===== src/rtl/u2j_pkg.sv =====
`timescale 1ns / 1ps
package u2j_pkg;

  localparam int unsigned QueueDepth = 2;

  localparam logic [7:0] CharBackslash = 8'h5C;
  localparam logic [7:0] CharLowerU    = 8'h75;

  localparam logic [3:0] IdxEscLast  = 4'd5;
  localparam logic [3:0] IdxHalf     = 4'd6;
  localparam logic [3:0] IdxPairLast = 4'd11;

  typedef enum logic [1:0] {
    CMD_BYTE,
    CMD_ESC,
    CMD_PAIR
  } cmd_kind_e;

  typedef struct packed {
    cmd_kind_e   kind;
    logic        err;
    logic [15:0] word_hi;
    logic [15:0] word_lo;
  } cmd_t;

  function automatic logic [7:0] hex_char(input logic [3:0] nib);
    logic [7:0] c;
    if (nib < 4'd10) begin
      c = 8'h30 + {4'h0, nib};
    end else begin
      c = 8'h37 + {4'h0, nib};
    end
    return c;
  endfunction

endpackage


===== src/rtl/u2j_front.sv =====
`timescale 1ns / 1ps
module u2j_front (
  input  logic          clk_i,
  input  logic          rst_ni,
  input  logic          accept_i,
  input  logic [7:0]    in_byte_i,
  output logic          cmd_valid_o,
  output u2j_pkg::cmd_t cmd_o
);
  import u2j_pkg::*;

  logic [20:0] acc_q, acc_d;
  logic [1:0]  rem_q, rem_d;
  logic        err_q, err_d;

  logic [20:0] acc_shift;
  logic [20:0] cp;
  logic        emit_cp;
  logic [20:0] cp_off;

  assign acc_shift = {acc_q[14:0], in_byte_i[5:0]};
  assign cp_off    = cp - 21'h10000;

  always_comb begin
    acc_d       = acc_q;
    rem_d       = rem_q;
    err_d       = err_q;
    cp          = {13'h0, in_byte_i};
    emit_cp     = 1'b0;
    cmd_valid_o = 1'b0;
    cmd_o       = '{kind: CMD_BYTE, err: 1'b0, word_hi: 16'h0, word_lo: 16'h0};
    if (in_byte_i == 8'h00) begin
      cmd_valid_o   = 1'b1;
      cmd_o.err     = err_q | (rem_q != 2'd0);
      acc_d         = '0;
      rem_d         = '0;
      err_d         = 1'b0;
    end else if (err_q) begin
      acc_d = acc_q;
    end else if (rem_q != 2'd0) begin
      if (in_byte_i[7:6] != 2'b10) begin
        err_d = 1'b1;
        rem_d = '0;
        acc_d = '0;
      end else begin
        rem_d = rem_q - 2'd1;
        if (rem_q == 2'd1) begin
          cp      = acc_shift;
          emit_cp = 1'b1;
          acc_d   = '0;
        end else begin
          acc_d = acc_shift;
        end
      end
    end else if (in_byte_i[7] == 1'b0) begin
      emit_cp = 1'b1;
    end else if (in_byte_i[7:5] == 3'b110) begin
      acc_d = {16'h0, in_byte_i[4:0]};
      rem_d = 2'd1;
    end else if (in_byte_i[7:4] == 4'b1110) begin
      acc_d = {17'h0, in_byte_i[3:0]};
      rem_d = 2'd2;
    end else if (in_byte_i[7:3] == 5'b11110) begin
      acc_d = {18'h0, in_byte_i[2:0]};
      rem_d = 2'd3;
    end else begin
      err_d = 1'b1;
    end

    if (emit_cp) begin
      cmd_valid_o = 1'b1;
      if (cp[20:7] == 14'h0) begin
        cmd_o.kind    = CMD_BYTE;
        cmd_o.word_hi = {8'h0, cp[7:0]};
      end else if (cp[20:16] != 5'h0) begin
        cmd_o.kind    = CMD_PAIR;
        cmd_o.word_hi = {6'b110110, cp_off[19:10]};
        cmd_o.word_lo = {6'b110111, cp_off[9:0]};
      end else begin
        cmd_o.kind    = CMD_ESC;
        cmd_o.word_hi = cp[15:0];
      end
    end

    if (!accept_i) begin
      acc_d       = acc_q;
      rem_d       = rem_q;
      err_d       = err_q;
      cmd_valid_o = 1'b0;
    end
  end

  always_ff @(posedge clk_i or negedge rst_ni) begin
    if (!rst_ni) begin
      acc_q <= '0;
      rem_q <= '0;
      err_q <= 1'b0;
    end else begin
      acc_q <= acc_d;
      rem_q <= rem_d;
      err_q <= err_d;
    end
  end

endmodule


===== src/rtl/u2j_queue.sv =====
`timescale 1ns / 1ps
module u2j_queue #(
  parameter int unsigned Depth = u2j_pkg::QueueDepth
) (
  input  logic          clk_i,
  input  logic          rst_ni,
  input  logic          wr_en_i,
  input  u2j_pkg::cmd_t wr_data_i,
  output logic          full_o,
  input  logic          rd_en_i,
  output logic          rd_valid_o,
  output u2j_pkg::cmd_t rd_data_o
);
  import u2j_pkg::*;

  localparam int unsigned PtrW = (Depth > 1) ? $clog2(Depth) : 1;
  localparam int unsigned CntW = $clog2(Depth + 1);
  localparam logic [PtrW-1:0] LastPtr = PtrW'(Depth - 1);
  localparam logic [CntW-1:0] FullCnt = CntW'(Depth);

  cmd_t            mem_q [Depth];
  logic [PtrW-1:0] wr_ptr_q, wr_ptr_d;
  logic [PtrW-1:0] rd_ptr_q, rd_ptr_d;
  logic [CntW-1:0] cnt_q, cnt_d;

  assign full_o     = (cnt_q == FullCnt);
  assign rd_valid_o = (cnt_q != '0);
  assign rd_data_o  = mem_q[rd_ptr_q];

  always_comb begin
    wr_ptr_d = wr_ptr_q;
    rd_ptr_d = rd_ptr_q;
    cnt_d    = cnt_q;
    if (wr_en_i) begin
      wr_ptr_d = (wr_ptr_q == LastPtr) ? '0 : wr_ptr_q + 1'b1;
    end
    if (rd_en_i) begin
      rd_ptr_d = (rd_ptr_q == LastPtr) ? '0 : rd_ptr_q + 1'b1;
    end
    if (wr_en_i && !rd_en_i) begin
      cnt_d = cnt_q + 1'b1;
    end else if (!wr_en_i && rd_en_i) begin
      cnt_d = cnt_q - 1'b1;
    end
  end

  always_ff @(posedge clk_i) begin
    if (wr_en_i) begin
      mem_q[wr_ptr_q] <= wr_data_i;
    end
  end

  always_ff @(posedge clk_i or negedge rst_ni) begin
    if (!rst_ni) begin
      wr_ptr_q <= '0;
      rd_ptr_q <= '0;
      cnt_q    <= '0;
    end else begin
      wr_ptr_q <= wr_ptr_d;
      rd_ptr_q <= rd_ptr_d;
      cnt_q    <= cnt_d;
    end
  end

endmodule


===== src/rtl/u2j_back.sv =====
`timescale 1ns / 1ps
module u2j_back (
  input  logic          clk_i,
  input  logic          rst_ni,
  input  logic          cmd_valid_i,
  input  u2j_pkg::cmd_t cmd_i,
  output logic          cmd_pop_o,
  output logic          empty_o,
  input  logic          pop_i,
  output logic [7:0]    out_byte_o,
  output logic          last_of_run_o,
  output logic          decode_error_o
);
  import u2j_pkg::*;

  logic [3:0]  idx_q, idx_d;
  logic        out_valid_q, out_valid_d;
  logic [7:0]  byte_q, byte_d;
  logic        last_q, last_d;
  logic        err_q, err_d;

  logic        load;
  logic        is_last;
  logic        second_half;
  logic [15:0] word;
  logic [3:0]  pos;
  logic [3:0]  nib;
  logic [7:0]  esc_byte;

  assign load        = cmd_valid_i && (!out_valid_q || pop_i);
  assign second_half = (idx_q >= IdxHalf);
  assign word        = second_half ? cmd_i.word_lo : cmd_i.word_hi;
  assign pos         = second_half ? idx_q - IdxHalf : idx_q;

  always_comb begin
    case (pos)
      4'd2:    nib = word[15:12];
      4'd3:    nib = word[11:8];
      4'd4:    nib = word[7:4];
      default: nib = word[3:0];
    endcase
    case (pos)
      4'd0:    esc_byte = CharBackslash;
      4'd1:    esc_byte = CharLowerU;
      default: esc_byte = hex_char(nib);
    endcase
  end

  always_comb begin
    case (cmd_i.kind)
      CMD_BYTE: is_last = 1'b1;
      CMD_ESC:  is_last = (idx_q == IdxEscLast);
      CMD_PAIR: is_last = (idx_q == IdxPairLast);
      default:  is_last = 1'b1;
    endcase
  end

  assign cmd_pop_o = load && is_last;

  always_comb begin
    idx_d       = idx_q;
    out_valid_d = out_valid_q;
    byte_d      = byte_q;
    last_d      = last_q;
    err_d       = err_q;
    if (out_valid_q && pop_i) begin
      out_valid_d = 1'b0;
    end
    if (load) begin
      out_valid_d = 1'b1;
      idx_d       = is_last ? '0 : idx_q + 4'd1;
      last_d      = is_last;
      if (cmd_i.kind == CMD_BYTE) begin
        byte_d = cmd_i.word_hi[7:0];
        err_d  = cmd_i.err;
      end else begin
        byte_d = esc_byte;
        err_d  = 1'b0;
      end
    end
  end

  always_ff @(posedge clk_i or negedge rst_ni) begin
    if (!rst_ni) begin
      idx_q       <= '0;
      out_valid_q <= 1'b0;
    end else begin
      idx_q       <= idx_d;
      out_valid_q <= out_valid_d;
    end
  end

  always_ff @(posedge clk_i) begin
    byte_q <= byte_d;
    last_q <= last_d;
    err_q  <= err_d;
  end

  assign empty_o        = !out_valid_q;
  assign out_byte_o     = byte_q;
  assign last_of_run_o  = last_q;
  assign decode_error_o = err_q;

`ifndef SYNTH
  a_idx_range: assert property (@(posedge clk_i) disable iff (!rst_ni)
    idx_q <= IdxPairLast)
    else $error("expansion index out of range");

  a_idx_idle: assert property (@(posedge clk_i) disable iff (!rst_ni)
    !cmd_valid_i |-> idx_q == '0)
    else $error("expansion index nonzero without a command");

  a_err_on_term: assert property (@(posedge clk_i) disable iff (!rst_ni)
    out_valid_q && err_q |-> byte_q == 8'h00 && last_q)
    else $error("error flag set on a byte that is not a terminator");

  a_pop_last: assert property (@(posedge clk_i) disable iff (!rst_ni)
    cmd_pop_o |=> out_valid_q && last_q)
    else $error("command retired without a final byte");
`endif

endmodule


===== src/rtl/utf8_to_json_unicode_escape_unit.sv =====
// Datapath: an accepted input byte is decoded combinationally into a command that is
// written into the command queue; the back end then registers each output byte for the ports.
// Throughput: one input byte per cycle while the queue is not full; the output stage
// emits one byte per cycle while pop is asserted, so a code point costs 1, 6 or 12 output
// bytes and the input stalls when the two-entry command queue fills behind a long escape.
// Reset: asynchronous, active low; decoder state, queue pointers and output valid state clear.
`timescale 1ns / 1ps
module utf8_to_json_unicode_escape_unit #(
  parameter int unsigned QueueDepth = u2j_pkg::QueueDepth
) (
  input  logic       clk_i,
  input  logic       rst_ni,
  input  logic       push,
  output logic       full,
  input  logic [7:0] in_byte_i,
  output logic       empty,
  input  logic       pop,
  output logic [7:0] out_byte_o,
  output logic       last_of_run_o,
  output logic       decode_error_o
);
  import u2j_pkg::*;

  logic accept;
  logic wr_en;
  cmd_t wr_cmd;
  logic q_full;
  logic rd_valid;
  cmd_t rd_cmd;
  logic rd_en;

  assign full   = q_full;
  assign accept = push && !q_full;

  u2j_front u_front (
    .clk_i       (clk_i),
    .rst_ni      (rst_ni),
    .accept_i    (accept),
    .in_byte_i   (in_byte_i),
    .cmd_valid_o (wr_en),
    .cmd_o       (wr_cmd)
  );

  u2j_queue #(
    .Depth (QueueDepth)
  ) u_queue (
    .clk_i      (clk_i),
    .rst_ni     (rst_ni),
    .wr_en_i    (wr_en),
    .wr_data_i  (wr_cmd),
    .full_o     (q_full),
    .rd_en_i    (rd_en),
    .rd_valid_o (rd_valid),
    .rd_data_o  (rd_cmd)
  );

  u2j_back u_back (
    .clk_i          (clk_i),
    .rst_ni         (rst_ni),
    .cmd_valid_i    (rd_valid),
    .cmd_i          (rd_cmd),
    .cmd_pop_o      (rd_en),
    .empty_o        (empty),
    .pop_i          (pop),
    .out_byte_o     (out_byte_o),
    .last_of_run_o  (last_of_run_o),
    .decode_error_o (decode_error_o)
  );

endmodule

===== config.mk =====
export PLATFORM = sky130hd
export DESIGN_NAME = utf8_to_json_unicode_escape_unit
export DESIGN_NICKNAME = d
export VERILOG_FILES = /design/src/rtl/u2j_pkg.sv /design/src/rtl/u2j_front.sv /design/src/rtl/u2j_queue.sv /design/src/rtl/u2j_back.sv /design/src/rtl/utf8_to_json_unicode_escape_unit.sv
export SDC_FILE = /design/constraint.sdc
export NUM_CORES = 1
export LEC_CHECK = 0
export BUFFER_PORTS_ARGS = -buffer_cell sky130_fd_sc_hd__buf_4
export CAP_MARGIN = 20
export CORE_MARGIN = 5
export CORE_UTILIZATION = 55
export DETAILED_ROUTE_END_ITERATION = 12
export GPL_TIMING_DRIVEN = 1
export PLACE_DENSITY = 0.78
export SYNTH_ARGS = -nofsm -noshare
export SYNTH_HDL_FRONTEND = slang
export SYNTH_HIERARCHICAL = 1
export SYNTH_SLANG_ARGS = --single-unit
export TNS_END_PERCENT = 5

===== constraint.sdc =====
create_clock -name clk_i -period 3.7 [get_ports clk_i]
set_input_delay 0.185 -clock clk_i [delete_from_list [all_inputs] [get_ports clk_i]]
set_output_delay 0.185 -clock clk_i [all_outputs]
set_load 0.05 [all_outputs]

==> results by group <==
Global routing
  • Gr usage total: 18.5%
  • Global route overflow: 0
  • Via count of the first global-routing pass: 3875
  • First-pass GRT wire length: ~19000 µm
  • Initial antenna violation count: 0
  • Pin count of the biggest net entering global routing: 36

Yosys
  • Post-synth ARST share: around 25%
  • Syn nets: 505
  • Predominant post-synthesis flop cell: sky130_fd_sc_hd__edfxtp_1
  • Unique masters post-synth: 74
  • Cell Area, Synth: approximately 5900 µm²
  • Post-synthesis instance total: 482
  • Number of enable-type register cells in the synthesized netlist: 80
  • Fraction of the yosys area taken by sequential cells: between 50% and 60%
  • Seq cells post-synth: between 100 and 150
  • Mean instance size in the synthesized netlist: between 10 and 15 µm²
  • Synth warn: 6

Clock tree
  • Clock network latency to the later pin of the worst-skew pair: 380 ps
  • Clock root cell: sky130_fd_sc_hd__clkbuf_8
  • Clock tree from TritonCTS: built
  • Clock edge transition at the registers on the reported setup and hold paths: 110 ps
  • Maximum level of the CTS H-tree: 3
  • Num CTS Buffers: 9
  • Largest buffer count on any clock path: 2
  • Number of clock sinks seen by CTS: 107

Cells and area
  • Nets@finish: 521
  • Fraction of final layout cells with drive strength greater than 1: roughly 22%
  • Number of inserted diodes: 0
  • Commonest non-fill, non-tap cell in the layout: sky130_fd_sc_hd__edfxtp_1
  • Core Util, Final: 60.5%
  • Leading cell types in the layout, fill and taps excluded: sky130_fd_sc_hd__edfxtp_1 (80), sky130_fd_sc_hd__nand2_1 (50), sky130_fd_sc_hd__buf_4 (29), sky130_fd_sc_hd__mux2_4 (29), sky130_fd_sc_hd__inv_1 (27)
  • Post-route insts no fill: 639
  • Area overhead of the layout relative to synthesis: 6.45%

STA
  • Post-route clock period utilization: 87.1%
  • Unrepaired setup endpoints after global routing: no
  • Measured slew at the worst slew-check pin: just over 700 ps
  • Final setup slack of the worst path: 475 ps
  • Final min period: 3220 ps
  • Max-slew violation count: 0
  • Total negative slack: 0 ps
  • Total of endpoints with negative setup slack in the final report: 0
  • Highest achievable clock rate: 310 MHz
  • Worst-case clock skew: 18.3 ps
  • Relative max-transition margin: 51.8%
  • Hold violation count in the final report: 0

Power and ir drop
  • Peak supply drop: 0.000401 V
  • Pwr per Cell Area: 655 nW/µm²
  • Leakage power of the design: approximately 2.4 nW

Setup path
  • Worst Path Max Fanout: 15
  • Number of cell instances on the worst register-to-register path: 12
  • Worst path required time: 3830 ps
  • Crit Reg-Reg Startpoint: u_front/rem_q[0]
  • Type of destination of the critical path: register
  • Worst setup path category: register to register
  • Startpoint class of the critical path: register
  • Worst reg2reg endpoint: u_queue/mem_q[0][19]
  • Setup slack on the worst flop-to-flop path: 480 ps
  • CP arrival: 3350 ps

Hold path
  • Hold path startpoint: in_byte_i[0]
  • Worst hold-check path type: primary input to register
  • Number of cells on the worst hold path: 3
  • Endpoint of the worst hold path: u_front/acc_q[0]

Floorplanning
  • Die Y-Extent: 114 µm
  • Placement Rows: 37
  • IO Count: 24
  • Die Wd: 114 µm
  • Core box area: ~10000 µm²
  • Overall die area: 12900 µm²
  • Initial cell density of the core: 56.8%

Drt
  • Total wire length: 11400 µm
  • Post-DRT Antenna Nets: 0
  • Remaining design rule violation count: 0
  • Average detailed-routed wire length per instance: about 18 µm
  • Violation count after the first detailed-routing iteration: 311
  • Detailed-route via count: 3735
  • Length of the first detailed-routing pass in iterations: 4
  • Via-per-instance ratio: 5.85

Placement
  • Gp weighted congestion: between 0.8 and 0.9
  • Buffers added on ports: 23
  • DP Worst Slack: around 560 ps
  • Detailed Place HPWL: 8250 µm
  • Number of placed instances with taps included: 621

Outcome
  • Outcome: completed

Flow run
  • Max-capacitance violation count: 0
through the flow:
step	hold WS (ps)	power (mW)	instance area (µm²)
6_report	81.7	4.11	6270
4_1_cts	65.9	4.14	6270
3_3_place_gp	124	3.41	6080
3_5_place_dp	123	3.46	6080
5_1_grt	57.6	4.37	6270
2_1_floorplan	-111	3.11	5890
where the power goes:
group | internal, mW | switching [mW]
Combinational | 0.804 | 0.967
Sequential | 1.47 | 0.198
Clock | 0.257 | 0.414
Total | 2.53 | 1.58
synth_stat cells (6+ instances only):
master                      n  share of area (%)
sky130_fd_sc_hd__edfxtp_1  80                 41
sky130_fd_sc_hd__nand2_1   50                3.2
sky130_fd_sc_hd__mux2_4    29                7.4
sky130_fd_sc_hd__dfrtp_1   27                 11
sky130_fd_sc_hd__inv_1     27                1.7
sky130_fd_sc_hd__nor2_1    24                1.5
sky130_fd_sc_hd__mux2i_1   22                3.7
sky130_fd_sc_hd__o21ai_0   20                1.7
sky130_fd_sc_hd__a21oi_1   13                1.1
sky130_fd_sc_hd__and2_1    13                1.4
sky130_fd_sc_hd__ha_1      11                2.3
sky130_fd_sc_hd__nand3_1   11               0.93
sky130_fd_sc_hd__buf_4     10                1.3
sky130_fd_sc_hd__nor3_1     9               0.76
sky130_fd_sc_hd__mux2_2     8                1.5
sky130_fd_sc_hd__nor4_1     7               0.74
sky130_fd_sc_hd__or3_1      6               0.64
repair_timing:
item | 4_1_cts | 5_1_grt
hold endpoints to repair | 27 | 0
endpoints found under the setup margin | 0 | 0
hold buffers | 1 | 0
setup buffers | 0 | 0
resized for setup | 0 | 0
final cells by class:
class | count | area, µm²
fillers | 809 | 4100
well taps | 136 | 170
clock inverters | 7 | 58.8
flip-flops and latches | 107 | 3080
multi-input cells | 319 | 2480
inverters | 29 | 109
clock buffers | 9 | 124
repair buffers | 32 | 253
kinds of logic (layout without fill, tap and decap cells):
logic type / after synthesis / count (layout) / share of synthesized area [%]
and+or+nand+nor: 147 / 147 / 12.8
DFF: 107 / 107 / 52.2
AOI/OAI and AO/OA: 90 / 90 / 11.3
muxes: 64 / 64 / 14.6
buffers and inverters: 56 / 77 / 5.77
adders and majority gates: 11 / 11 / 2.34
xor gates and xnor gates: 6 / 6 / 0.892
other: 1 / 1 / 0.0636
critical path, stage by stage, from the launching register on:
cell and delay [ps]:
sky130_fd_sc_hd__dfrtp_1 360, sky130_fd_sc_hd__inv_1 70, sky130_fd_sc_hd__ha_1 350, sky130_fd_sc_hd__nor3b_1 250, sky130_fd_sc_hd__buf_4 170, sky130_fd_sc_hd__and2_0 320
sky130_fd_sc_hd__nand2_1 160, sky130_fd_sc_hd__ha_1 250, sky130_fd_sc_hd__inv_1 130, sky130_fd_sc_hd__a31oi_2 120, sky130_fd_sc_hd__a21oi_2 470, sky130_fd_sc_hd__mux2i_1 250
sky130_fd_sc_hd__nor2_1 80
worst max-delay path by stage:
stage,startpoint,to,cells past startpoint
6_report,u_front/rem_q[0],u_queue/mem_q[0][19],12
5_1_grt,u_front/rem_q[0],u_queue/mem_q[1][1],11
4_1_cts,u_front/rem_q[0],u_queue/mem_q[0][3],11
3_5_place_dp,u_front/rem_q[0],u_queue/mem_q[0][3],11
3_3_place_gp,u_back/idx_q[1],u_back/out_byte_o[4],9
2_1_floorplan,u_front/rem_q[0],u_queue/mem_q[0][0],7
sequential cells by signal (all words and copies together) (netlist names):
signal / flops
u_back/decode_error_o: 1
u_back/idx_q: 4
u_back/last_of_run_o: 1
u_back/out_byte_o: 8
u_back/out_valid_q: 1
u_front/acc_q: 15
u_front/err_q: 1
u_front/rem_q: 2
u_queue/cnt_q: 2
u_queue/mem_q: 70
u_queue/rd_ptr_q: 1
u_queue/wr_ptr_q: 1
per-layer routing:
layer	track usage, %	up-vias	wire length, µm
li1	-	1795	-
met3	4.46	18	539
met5	0	-	0
met1	23.1	1833	4900
met2	31.8	89	5720
met4	5.85	0	200
(Power assumes the default switching activity.)
